File: config.mk
export PLATFORM = sky130hd
export DESIGN_NAME = hmt_ram
export DESIGN_NICKNAME = d
export VERILOG_FILES = /design/src/rtl/hmt_ram.sv
export SDC_FILE = /design/constraint.sdc
export NUM_CORES = 1
export LEC_CHECK = 0
export BUFFER_PORTS_ARGS = -buffer_cell sky130_fd_sc_hd__buf_2
export CORE_ASPECT_RATIO = 1.1
export CORE_MARGIN = 2
export CORE_UTILIZATION = 35
export CTS_BUF_LIST = sky130_fd_sc_hd__clkbuf_8
export CTS_CLUSTER_DIAMETER = 40
export DETAILED_ROUTE_END_ITERATION = 6
export GPL_ROUTABILITY_DRIVEN = 0
export PLACE_DENSITY = 0.6
export SKIP_LAST_GASP = 1
export SLEW_MARGIN = 0
export SYNTH_ARGS = -nofsm -noshare
export SYNTH_HDL_FRONTEND = slang
export SYNTH_SLANG_ARGS = --single-unit
File: constraint.sdc
create_clock -name aclk -period 2.4 [get_ports aclk]
set_input_delay 0.24 -clock aclk [delete_from_list [all_inputs] [get_ports aclk]]
set_output_delay 0.24 -clock aclk [all_outputs]
set_load 0.1 [all_outputs]
File: src/rtl/hmt_ram.sv
// ----------------------------------------------------------------------------
// hmt_ram
// generic single-port-write, single-port-read ram with registered read
// ----------------------------------------------------------------------------
module hmt_ram #(
    parameter int WIDTH = 8,
    parameter int DEPTH = 16,
    parameter int AW    = (DEPTH > 1) ? $clog2(DEPTH) : 1
) (
    input  logic             aclk,
    input  logic             we,
    input  logic [AW-1:0]    waddr,
    input  logic [WIDTH-1:0] wdata,
    input  logic             re,
    input  logic [AW-1:0]    raddr,
    output logic [WIDTH-1:0] rdata
);
    logic [WIDTH-1:0] mem [DEPTH];

    always_ff @(posedge aclk) begin
        if (we) begin
            mem[waddr] <= wdata;
        end
        if (re) begin
            rdata <= mem[raddr];
        end
    end
endmodule

# After elaboration in Yosys (flattened, before gate mapping)
# Memories as Yosys holds them, arrays and structs flattened. A register that Yosys moved wholly into a read port is not among the register bits.
# Cells that the tools add are included.
[word_totals] register_bits=0 ram_bits=128 out_inout_bits=8 word_cells=3 memories=1
[mem_list] memory="mem" depth=16 word_bits=8 rd=1 rd_ports_with_merged_regs=1 write_ports=1 line_no="18" text="logic [WIDTH-1:0] mem [DEPTH];"
[op_classes] muxes=2
[op_table] op="two-way mux 1 bit" n=2

# Logic depth before layout (Yosys ltp)
# Gate-level depths: netlist of run 1.
[depth] ltp_word=2 ltp_mapped=5 mapped_depth_nobuf=3

# Worst setup path after synthesis of run 1
# OpenSTA, ideal clock, no wires.
[synth_path] path_kind="input port to flip-flop" startpoint="input port waddr[2]" endpoint="memory mem[0][0] (enable)" arrival_time_ns=1.350 required_ns=2.017 setup_slack_ns=0.667 cell_stages=2 path_buffers=0 cell_sequence="or3b_2 > nor3_1"
[synth_lines] element="start, declared" line_no="12" text="input logic [AW-1:0] waddr,"
[synth_lines] element="end, declared" line_no="18"
# No word-level cell before the write port.

# Final worst setup path of run 1
[layout_path] startpoint="register rdata[6] (read register of mem)" endpoint="output port rdata[6]"
[layout_lines] element="start, declared" line_no="16" text="output logic [WIDTH-1:0] rdata"
# No word-level cell between the ends.

==> qor.csv, run 1 <==
metric,value,unit
critPathBufInv,1,
overflow,0,
cts_root_buf,clkbuf_8,
fmaxAchievable,667,MHz
fp.dieH,132,um
dr.max_layer_used,met4,
io_pins,27,
outcome,finished clean,
die_w,121,um
p_leak,2.01,nW
fin_ws,0.902,ns
worstRegToRegCells,3,
holdCritPathClass,in -> reg,
die_area,15900,sq um
hold_viol,0,
critPathLaunchType,flip-flop,
r2r_start,mem[5][2],
clk_latency,0.44,ns
clkTransAtPathRegs,0.07,ns
wl_met1,4760,um
clk_path_buf_depth,2,
drive_gt1_frac,0.306,
cellPowerDensity,779,nW/um^2
r2r_setup_slack,0.95,ns
cts_hold_buf,0,
synth_warnings,0,
setup_viol,0,
critPathSlowestCell,buf_2,
num_rows,46,
crit_end,rdata[6],
portBuffers,26,
synth_nets,248,
hpwl,6830,um
synth_area,5230,sq um
antenna_found_initial,0,
syn_inst,229,
criticalPathCategory,reg -> out,
cp.arrival,1.26,ns
area_growth,15.7,%
syn_avg_cell_area,22.8,sq um
critPathRequiredTime,2.16,ns
routed-wl-met3,692,um
period_needed,1.50,ns
wirelength,10600,um
rsz0062_at_grt,false,
peakVddDrop,302,uV
grt_pass1_vias,2608,
yosysSeqAreaShare,0.781,
crit_chain,buf_2,
yosysTopAreaCell,edfxtp_1,
grt_pass1_wl,16300,um
drtIter0Drc,201,
drc_errors,0,
cts_sinks,136,
first_pass_iters,4,
postCtsSetupBuffers,0,
utilization,0.417,
fin_skew,0.00829,ns
r2r-end,rdata[2],
worst_slew_pin_slew,0.803,ns
critical_path_peak_fanout,1,
cts_resized,0,
synth.distinct_cells,18,
synth_seq_cells,136,
h-tree-depth,4,
path_delay_family,buffers and inverters,
antenna_left,0,
synth_top_area_share,0.781,
grt_use_total,0.145,
critical-path-max-stage-delay,0.44,ns
dr_wl_met2,5000,um
vias,2498,
numCtsBuffers,17,
critPathLaunch,rdata[6],
vias_per_cell,5.11,
grt_max_degree,33,
end_kind,output port,
fin_tns_setup,0,ns
antenna_cells,0,
fin_crit_sh,0.624,
slew_viol_final,0,
cts_tree,yes,
fin_nets,304,
slew_headroom,0.464,
core,14500,sq um
start_util,0.360,
cp.depth,1,
cap_violations,0,
synth_area_leaders,"edfxtp_1 (78%), mux4_2 (7.8%), mux4_1 (7.0%)",
whs,0.180,ns
pre_cts_ws,0.590,ns
wl_per_cell,21.8,um
==> layer usage <==
metal  up-vias  GRT usage
li1       1089          -
met1      1282      0.199
met2       108      0.219
met3        19     0.0476
met4         0     0.0478
met5         -          0
==> cell type report <==
class	instances	area, sq um
clock buffer	17	234
clock inverter	14	118
fill	1307	8460
multi-input combinational	83	1060
sequential	136	4080
tap	192	240
timing repair buffer	47	313
==> per-stage QoR <==
stage                     std cells  area [sq um]  total power, W
after floorplan                 229          5230         0.00296
after global placement          458          5690         0.00307
final                           489          6050         0.00471
after global routing            489          6050         0.00488
after detailed placement        458          5690         0.00308
after CTS                       489          6050         0.00475
==> power breakdown <==
group | switching (W) | leakage, nW | internal (W) | total (W)
sequential | 0.0000131 | 1.24 | 0.00267 | 0.00269
combinational | 0.000226 | 0.594 | 0.000105 | 0.000331
clock | 0.000807 | 0.183 | 0.000884 | 0.00169
==> worst min-delay path by stage <==
stage	cells after the start	endpoint	from	slack (ns)
global route	1	rdata[6]	re	0.16
finish	1	rdata[0]	re	0.18
floorplan	0	mem[0][0]	wdata[0]	0.34
global placement	1	rdata[2]	re	0.63
detailed placement	1	rdata[2]	re	0.63
CTS	1	rdata[0]	re	0.16
==> state kept, by name, summed over array words and instances, names as in the netlist <==
register / cells
mem: 128
rdata: 8
==> placed cells by master, fill, tap and decap left out, types with 9 or more instances in the layout <==
cell type / count
a22oi_1: 16
buf_2: 26
buf_4: 19
clkbuf_8: 17
edfxtp_1: 136
mux4_1: 14
mux4_2: 18
nand2_1: 9
nor2_1: 13
==> synth_stat cells <==
cell type,n
buf_2,3
buf_6,3
mux4_1,14
nand3_1,1
nand2b_1,2
or3b_2,1
nor3_1,4
and2b_1,1
nor2_1,13
and2_1,1
clkdlybuf4s25_2,3
nand3b_1,2
nand2_1,9
mux4_2,18
a22oi_1,16
edfxtp_1,136
buf_4,1
nor2b_1,1
==> logic make-up (layout without fill, tap and decap cells) <==
logic type	after synthesis	count (layout)	synth area share
AO/OA/AOI/OAI	16	16	0.0230
AND/OR/NAND/NOR	35	35	0.0314
buffers and inverters	10	78	0.0165
multiplexers	32	32	0.148
flip-flops	136	136	0.781
Power figures use the tool's default switching activity.
==> run 2, diff against run 1 <==
- clock period: 2.4 -> 1.4 ns (I/O delays scaled with it)
==> run 2 against run 1 <==
  * The run now ends with negative setup slack left
  * Register-to-register slack got worse by 0.98 ns
  * Critical endpoint is now rdata[0]
  * Via count down 0.52%
  * Non-clock buffer count rose by 9
  * Combinational power increased by 86%
  * First-iteration DRC count rose by 25%
  * Die area did not move
  * Utilization rose by 1.7 points
  * Clock skew increased by 0.0016 ns
  * Clock-buffer cell count is the same
  * Final cell count is 2.0% higher
==> qor.csv, run 2 (same netlist as run 1, synthesis figures left out) <==
metric,value,unit,change
cts_hold_buf,0,,unchanged
violations,negative setup slack,,
clkTransAtPathRegs,0.08,ns,was 0.07 ns
io_pins,27,,unchanged
fin_ws,-0.0251,ns,was 0.902 ns
vias_per_cell,4.98,,was 5.11
slew_headroom,0.408,,was 0.464
pwr-share-clk,0.415,,was 0.359
regMostFlops,mem,,unchanged
die_area,15900,sq um,unchanged
core,14500,sq um,unchanged
min_from,re,,unchanged
grt_pass1_vias,2673,,was 2608
drive_gt1_frac,0.384,,was 0.306
crit_end,rdata[0],,was rdata[6]
grt_pass1_wl,16100,um,was 16300 um
r2r_start,mem[10][0],,was mem[5][2]
overflow,0,,unchanged
cp.arrival,1.59,ns,was 1.26 ns
numCtsBuffers,17,,unchanged
setup_viol,3,,was 0
critPathLaunchType,flip-flop,,unchanged
fin_skew,0.00989,ns,was 0.00829 ns
power,0.00893,W,was 0.00471 W
regArea,4080,sq um,unchanged
critical-path-max-stage-delay,0.46,ns,was 0.44 ns
clk_path_buf_depth,2,,unchanged
p_leak,2.09,nW,was 2.01 nW
largest_reg_flops,128,,unchanged
antenna_cells,0,,unchanged
vias,2485,,was 2498
critical_path_peak_fanout,1,,unchanged
cap_violations,0,,unchanged
criticalPathCategory,reg -> reg,,was reg -> out
fin_crit_sh,1.02,,
final_cell_mix,"edfxtp_1 (136), buf_4 (27), mux4_2 (24), buf_2 (23), clkbuf_8 (17)",,"was edfxtp_1 (136), buf_2 (26), buf_4 (19), mux4_2 (18), clkbuf_8 (17)"
crit_chain,mux4_2 > a22oi_1 > nand2_1,,was buf_2
die_w,121,um,unchanged
critPathSlowestCell,mux4_2,,was buf_2
path_delay_family,multiplexers,,was buffers and inverters
r2r_setup_slack,-0.03,ns,was 0.95 ns
fillers,1270,,was 1307
fin_tns_setup,-0.0540,ns,was 0 ns
final_area,6290,sq um,was 6050 sq um
portBuffers,26,,unchanged
first_pass_iters,4,,unchanged
period_needed,1.43,ns,
switching_share,0.207,,was 0.222
critPathBufInv,0,,was 1
grt_use_total,0.141,,was 0.145
fp.dieH,132,um,unchanged
peakVddDrop,574,uV,was 302 uV
end_kind,flip-flop,,was output port
slew_viol_final,0,,unchanged
reg_top3,"mem (128), rdata (8)",,unchanged
drtIter0Drc,251,,was 201
holdCritPathClass,in -> reg,,unchanged
wl_per_cell,20.7,um,was 21.8 um
hpwl,6880,um,was 6830 um
cp.depth,3,,was 1
critPathLaunch,mem[10][0],,was rdata[6]
antenna_found_initial,0,,unchanged
num_rows,46,,unchanged
fin_nets,313,,was 304
wirelength,10400,um,was 10600 um
start_util,0.360,,unchanged
h-tree-depth,4,,unchanged
cts_sinks,136,,unchanged
worst_slew_pin_slew,0.886,ns,was 0.803 ns
intPower,0.00708,W,was 0.00366 W
worstRegToRegCells,3,,unchanged
pwr-share-seq,0.516,,was 0.571
final_common_cell,edfxtp_1,,unchanged
place_area,5800,sq um,was 5690 sq um
drc_errors,0,,unchanged
area_growth,20.3,%,was 15.7%
r2r-end,rdata[0],,was rdata[2]
antenna_left,0,,unchanged
clk_latency,0.43,ns,was 0.44 ns
cellPowerDensity,1420,nW/um^2,was 779 nW/um^2
dp.cells,467,,was 458
grt_max_degree,17,,was 33
layout.cells.non_filler,499,,was 489
rsz0062_at_grt,true,,was false
multiInputGateArea,1070,sq um,was 1060 sq um
cts_root_buf,clkbuf_8,,unchanged
hold_viol,0,,unchanged
combPwrFrac,0.069,,was 0.070
outcome,finished with violations,,was finished clean
critPathRequiredTime,1.57,ns,was 2.16 ns
fmaxAchievable,702,MHz,
switching_power,0.00185,W,was 0.00105 W
cts_tree,yes,,unchanged
==> run 2: cell types whose count changed in the layout (fill, tap and decap cells not counted), moves of 2 or more <==
cell        change
buf_4           +8
a22oi_1         -7
a22oi_2         +7
mux4_1          -6
mux4_2          +6
bufinv_16       +4
buf_12          +3
buf_2           -3
clkinv_2        -2
clkinvlp_4      +2
inv_1           -2
==> run 2: cell type report <==
cell class	instances	share of cell area
Tap cell	192	0.0382
Timing Repair Buffer	56	0.0676
Multi-Input combinational cell	83	0.171
Clock inverter	15	0.0368
Clock buffer	17	0.0372
Sequential cell	136	0.649
==> run 2: per-layer routing <==
| metal | up-vias | track usage | wire length, um |
|---|---|---|---|
| li1 | 1102 | - | - |
| met1 | 1308 | 0.180 | 4420 |
| met2 | 66 | 0.234 | 5340 |
| met3 | 9 | 0.0424 | 503 |
| met4 | 0 | 0.0439 | 91 |
| met5 | - | 0 | 0 |
==> run 2: through the flow <==
stage          hold slack (ns)  utilization  setup WS [ns]
3_3_place_gp             0.529        0.400         -0.300
4_1_cts                 0.0570        0.433        -0.0450
2_1_floorplan            0.239            -        -0.0160
3_5_place_dp             0.522        0.400         -0.320
6_report                0.0840        0.434        -0.0251
5_1_grt                 0.0497        0.434        -0.0807
==> run 2: how the worst min path moves through the flow <==
| stage | slack [ns] | depth (start not counted) | end |
|---|---|---|---|
| after floorplan | 0.24 | 0 | mem[0][0] |
| after global placement | 0.53 | 1 | rdata[1] |
| after detailed placement | 0.52 | 1 | rdata[1] |
| after CTS | 0.06 | 1 | rdata[3] |
| after global routing | 0.05 | 1 | rdata[1] |
| final | 0.08 | 1 | rdata[1] |
==> run 2: repair_timing <==
item,in CTS,in global routing
resized for setup,10,6
pin swaps,3,3
gates cloned,0,0
endpoints found under the setup margin,8,9
buffers inserted,0,0
==> run 2: power by group through the flow <==
stage          sequential (W)  clock [W]  combinational, W
2_1_floorplan         0.00484          0          0.000235
3_3_place_gp          0.00470          0          0.000592
3_5_place_dp          0.00470          0          0.000602
4_1_cts               0.00461    0.00378          0.000617
5_1_grt               0.00462    0.00397          0.000660
6_report              0.00461    0.00370          0.000615
==> run 3, diff against run 2 <==
==> constraint.sdc (replaced) <==
create_clock -name aclk -period 1.4 [get_ports aclk]
set_input_delay 0.14 -clock aclk [delete_from_list [all_inputs] [get_ports aclk]]
set_output_delay 0.14 -clock aclk [all_outputs]
set_load 0.01 [all_outputs]
==> run 3 against run 2 <==
  * The run still ends with negative setup slack left
  * Worst hold slack hardly changed
  * Die area did not move
  * Sequential share of layout area increased by 0.078 points
  * Flip-flop and latch count stayed put
  * Setup slack is the same
  * Clock-buffer cell count unchanged
  * Via count did not move
  * Clock skew about the same
  * Utilization down 0.052 points
  * Routed wire length about the same
  * Critical path depth unchanged
  * Register-to-register slack about the same
==> qor.csv, run 3 (same netlist as run 1, synthesis figures left out) <==
metric,value,unit,change
crit_chain,mux4_2 > a22oi_1 > nand2_1,,unchanged
critPathSlowestCell,mux4_2,,unchanged
antenna_found_initial,0,,unchanged
slew_viol_final,0,,unchanged
clkTransAtPathRegs,0.08,ns,about the same
io_pins,27,,unchanged
cts_root_buf,clkbuf_8,,unchanged
fin_crit_sh,1.02,,unchanged
antenna_cells,0,,unchanged
antenna_left,0,,unchanged
holdCritPathClass,in -> reg,,unchanged
worstRegToRegCells,3,,unchanged
cp.arrival,1.59,ns,about the same
cts_tree,yes,,unchanged
wl_per_cell,20.7,um,about the same
r2r_start,mem[10][0],,unchanged
grt-busiest-layer,met2,,unchanged
hold_viol,0,,unchanged
utilization,0.433,,was 0.434
critPathLaunchType,flip-flop,,unchanged
first_pass_iters,4,,unchanged
fin_nets,313,,unchanged
cap_violations,0,,unchanged
fin_ws,-0.0251,ns,unchanged
critPathRequiredTime,1.57,ns,about the same
path_delay_family,multiplexers,,unchanged
fin_skew,0.00988,ns,was 0.00989 ns
worst_slew_pin_slew,0.886,ns,about the same
fmaxAchievable,702,MHz,unchanged
portBuffers,26,,unchanged
use_met2,0.234,,unchanged
vias,2485,,unchanged
grt_pass1_wl,16100,um,unchanged
min_delay_worst_endpoint,rdata[1],,unchanged
critical-path-max-stage-delay,0.46,ns,about the same
largest_reg_flops,128,,unchanged
vias_per_cell,4.98,,unchanged
grt_use_total,0.141,,unchanged
die_area,15900,sq um,unchanged
regMostFlops,mem,,unchanged
min_path_cells,1,,unchanged
outcome,finished with violations,,unchanged
start_util,0.360,,unchanged
drtIter0Drc,251,,unchanged
criticalPathCategory,reg -> reg,,unchanged
hpwl,6880,um,unchanged
grt_pass1_vias,2673,,unchanged
area_growth,20.2,%,was 20.3%
place_area,5800,sq um,unchanged
final_common_cell,edfxtp_1,,unchanged
h-tree-depth,4,,unchanged
rsz0062_at_grt,true,,unchanged
setup_viol,3,,unchanged
peakVddDrop,573,uV,was 574 uV
fp.dieH,132,um,unchanged
critical_path_peak_fanout,1,,unchanged
period_needed,1.43,ns,unchanged
cellPowerDensity,1400,nW/um^2,was 1420 nW/um^2
clk_latency,0.43,ns,about the same
final_area,6280,sq um,was 6290 sq um
r2r-end,rdata[0],,unchanged
grt_max_degree,17,,unchanged
cts_hold_buf,0,,unchanged
r2r_setup_slack,-0.03,ns,about the same
num_rows,46,,unchanged
core,14500,sq um,unchanged
pre_cts_ws,-0.320,ns,unchanged
wirelength,10400,um,about the same
die_w,121,um,unchanged
grt_use_met3,0.0424,,unchanged
overflow,0,,unchanged
critPathLaunch,mem[10][0],,unchanged
cts_sinks,136,,unchanged
p_leak,2.08,nW,was 2.09 nW
final_cell_mix,"edfxtp_1 (136), buf_2 (26), buf_4 (25), mux4_2 (24), clkbuf_8 (17)",,"was edfxtp_1 (136), buf_4 (27), mux4_2 (24), buf_2 (23), clkbuf_8 (17)"
critPathBufInv,0,,unchanged
violations,negative setup slack,,unchanged
numCtsBuffers,17,,unchanged
end_kind,flip-flop,,unchanged
drive_gt1_frac,0.384,,unchanged
slew_headroom,0.408,,about the same
reg_top3,"mem (128), rdata (8)",,unchanged
clk_path_buf_depth,2,,unchanged
grt_util_met1,0.180,,unchanged
drc_errors,0,,unchanged
min_from,re,,unchanged
-- run 3: changes by cell type in the layout (fill, tap and decap cells not counted), sizes merged --
cell	change
buf	+1
clkbuf	-1
-- run 3: area by class of cell --
type	count	area [sq um]
Clock inverter	15	231
Sequential cell	136	4080
Timing Repair Buffer	56	418
Tap cell	192	240
Clock buffer	17	234
Fill cell	1270	8220
Multi-Input combinational cell	83	1070
-- run 3: layer usage --
layer	vias to the layer above	part of all wire
met3	9	0.049
met5	-	0
met2	66	0.52
li1	1102	-
met1	1308	0.43
met4	0	0.0088
-- run 3: report_power, final --
group | switching, W | total [W] | internal (W)
clock | 0.00143 | 0.00370 | 0.00227
sequential | 0.0000271 | 0.00461 | 0.00458
combinational | 0.000258 | 0.000476 | 0.000218
-- run 3: worst reg2reg max path, cell delays in order (launching register included) --
cell and delay (ns):
edfxtp_1 0.37, mux4_2 0.46, a22oi_1 0.26, nand2_1 0.08
-- run 3: worst max path at each step --
stage               cells past startpoint  slack (ns)        to
global route                            3       -0.08  rdata[1]
global placement                        6       -0.30  rdata[6]
detailed placement                      6       -0.32  rdata[6]
finish                                  3       -0.03  rdata[0]
floorplan                               5       -0.02  rdata[1]
CTS                                     3       -0.05  rdata[5]
-- run 3: what timing repair did --
item,CTS,global route
pin swaps,3,3
buffers inserted,0,0
endpoints found under the setup margin,6,8
hold endpoints to repair,0,0
gates resized for setup,8,5
-- run 3: per-stage QoR --
step | setup TNS, ns | hold slack [ns] | std cells | power [W]
after global placement | -2.00 | 0.529 | 467 | 0.00515
after CTS | -0.132 | 0.0570 | 499 | 0.00887
after global routing | -0.415 | 0.0497 | 499 | 0.00911
after detailed placement | -2.29 | 0.522 | 467 | 0.00517
final | -0.0540 | 0.0841 | 499 | 0.00879
after floorplan | -0.236 | 0.239 | 229 | 0.00493
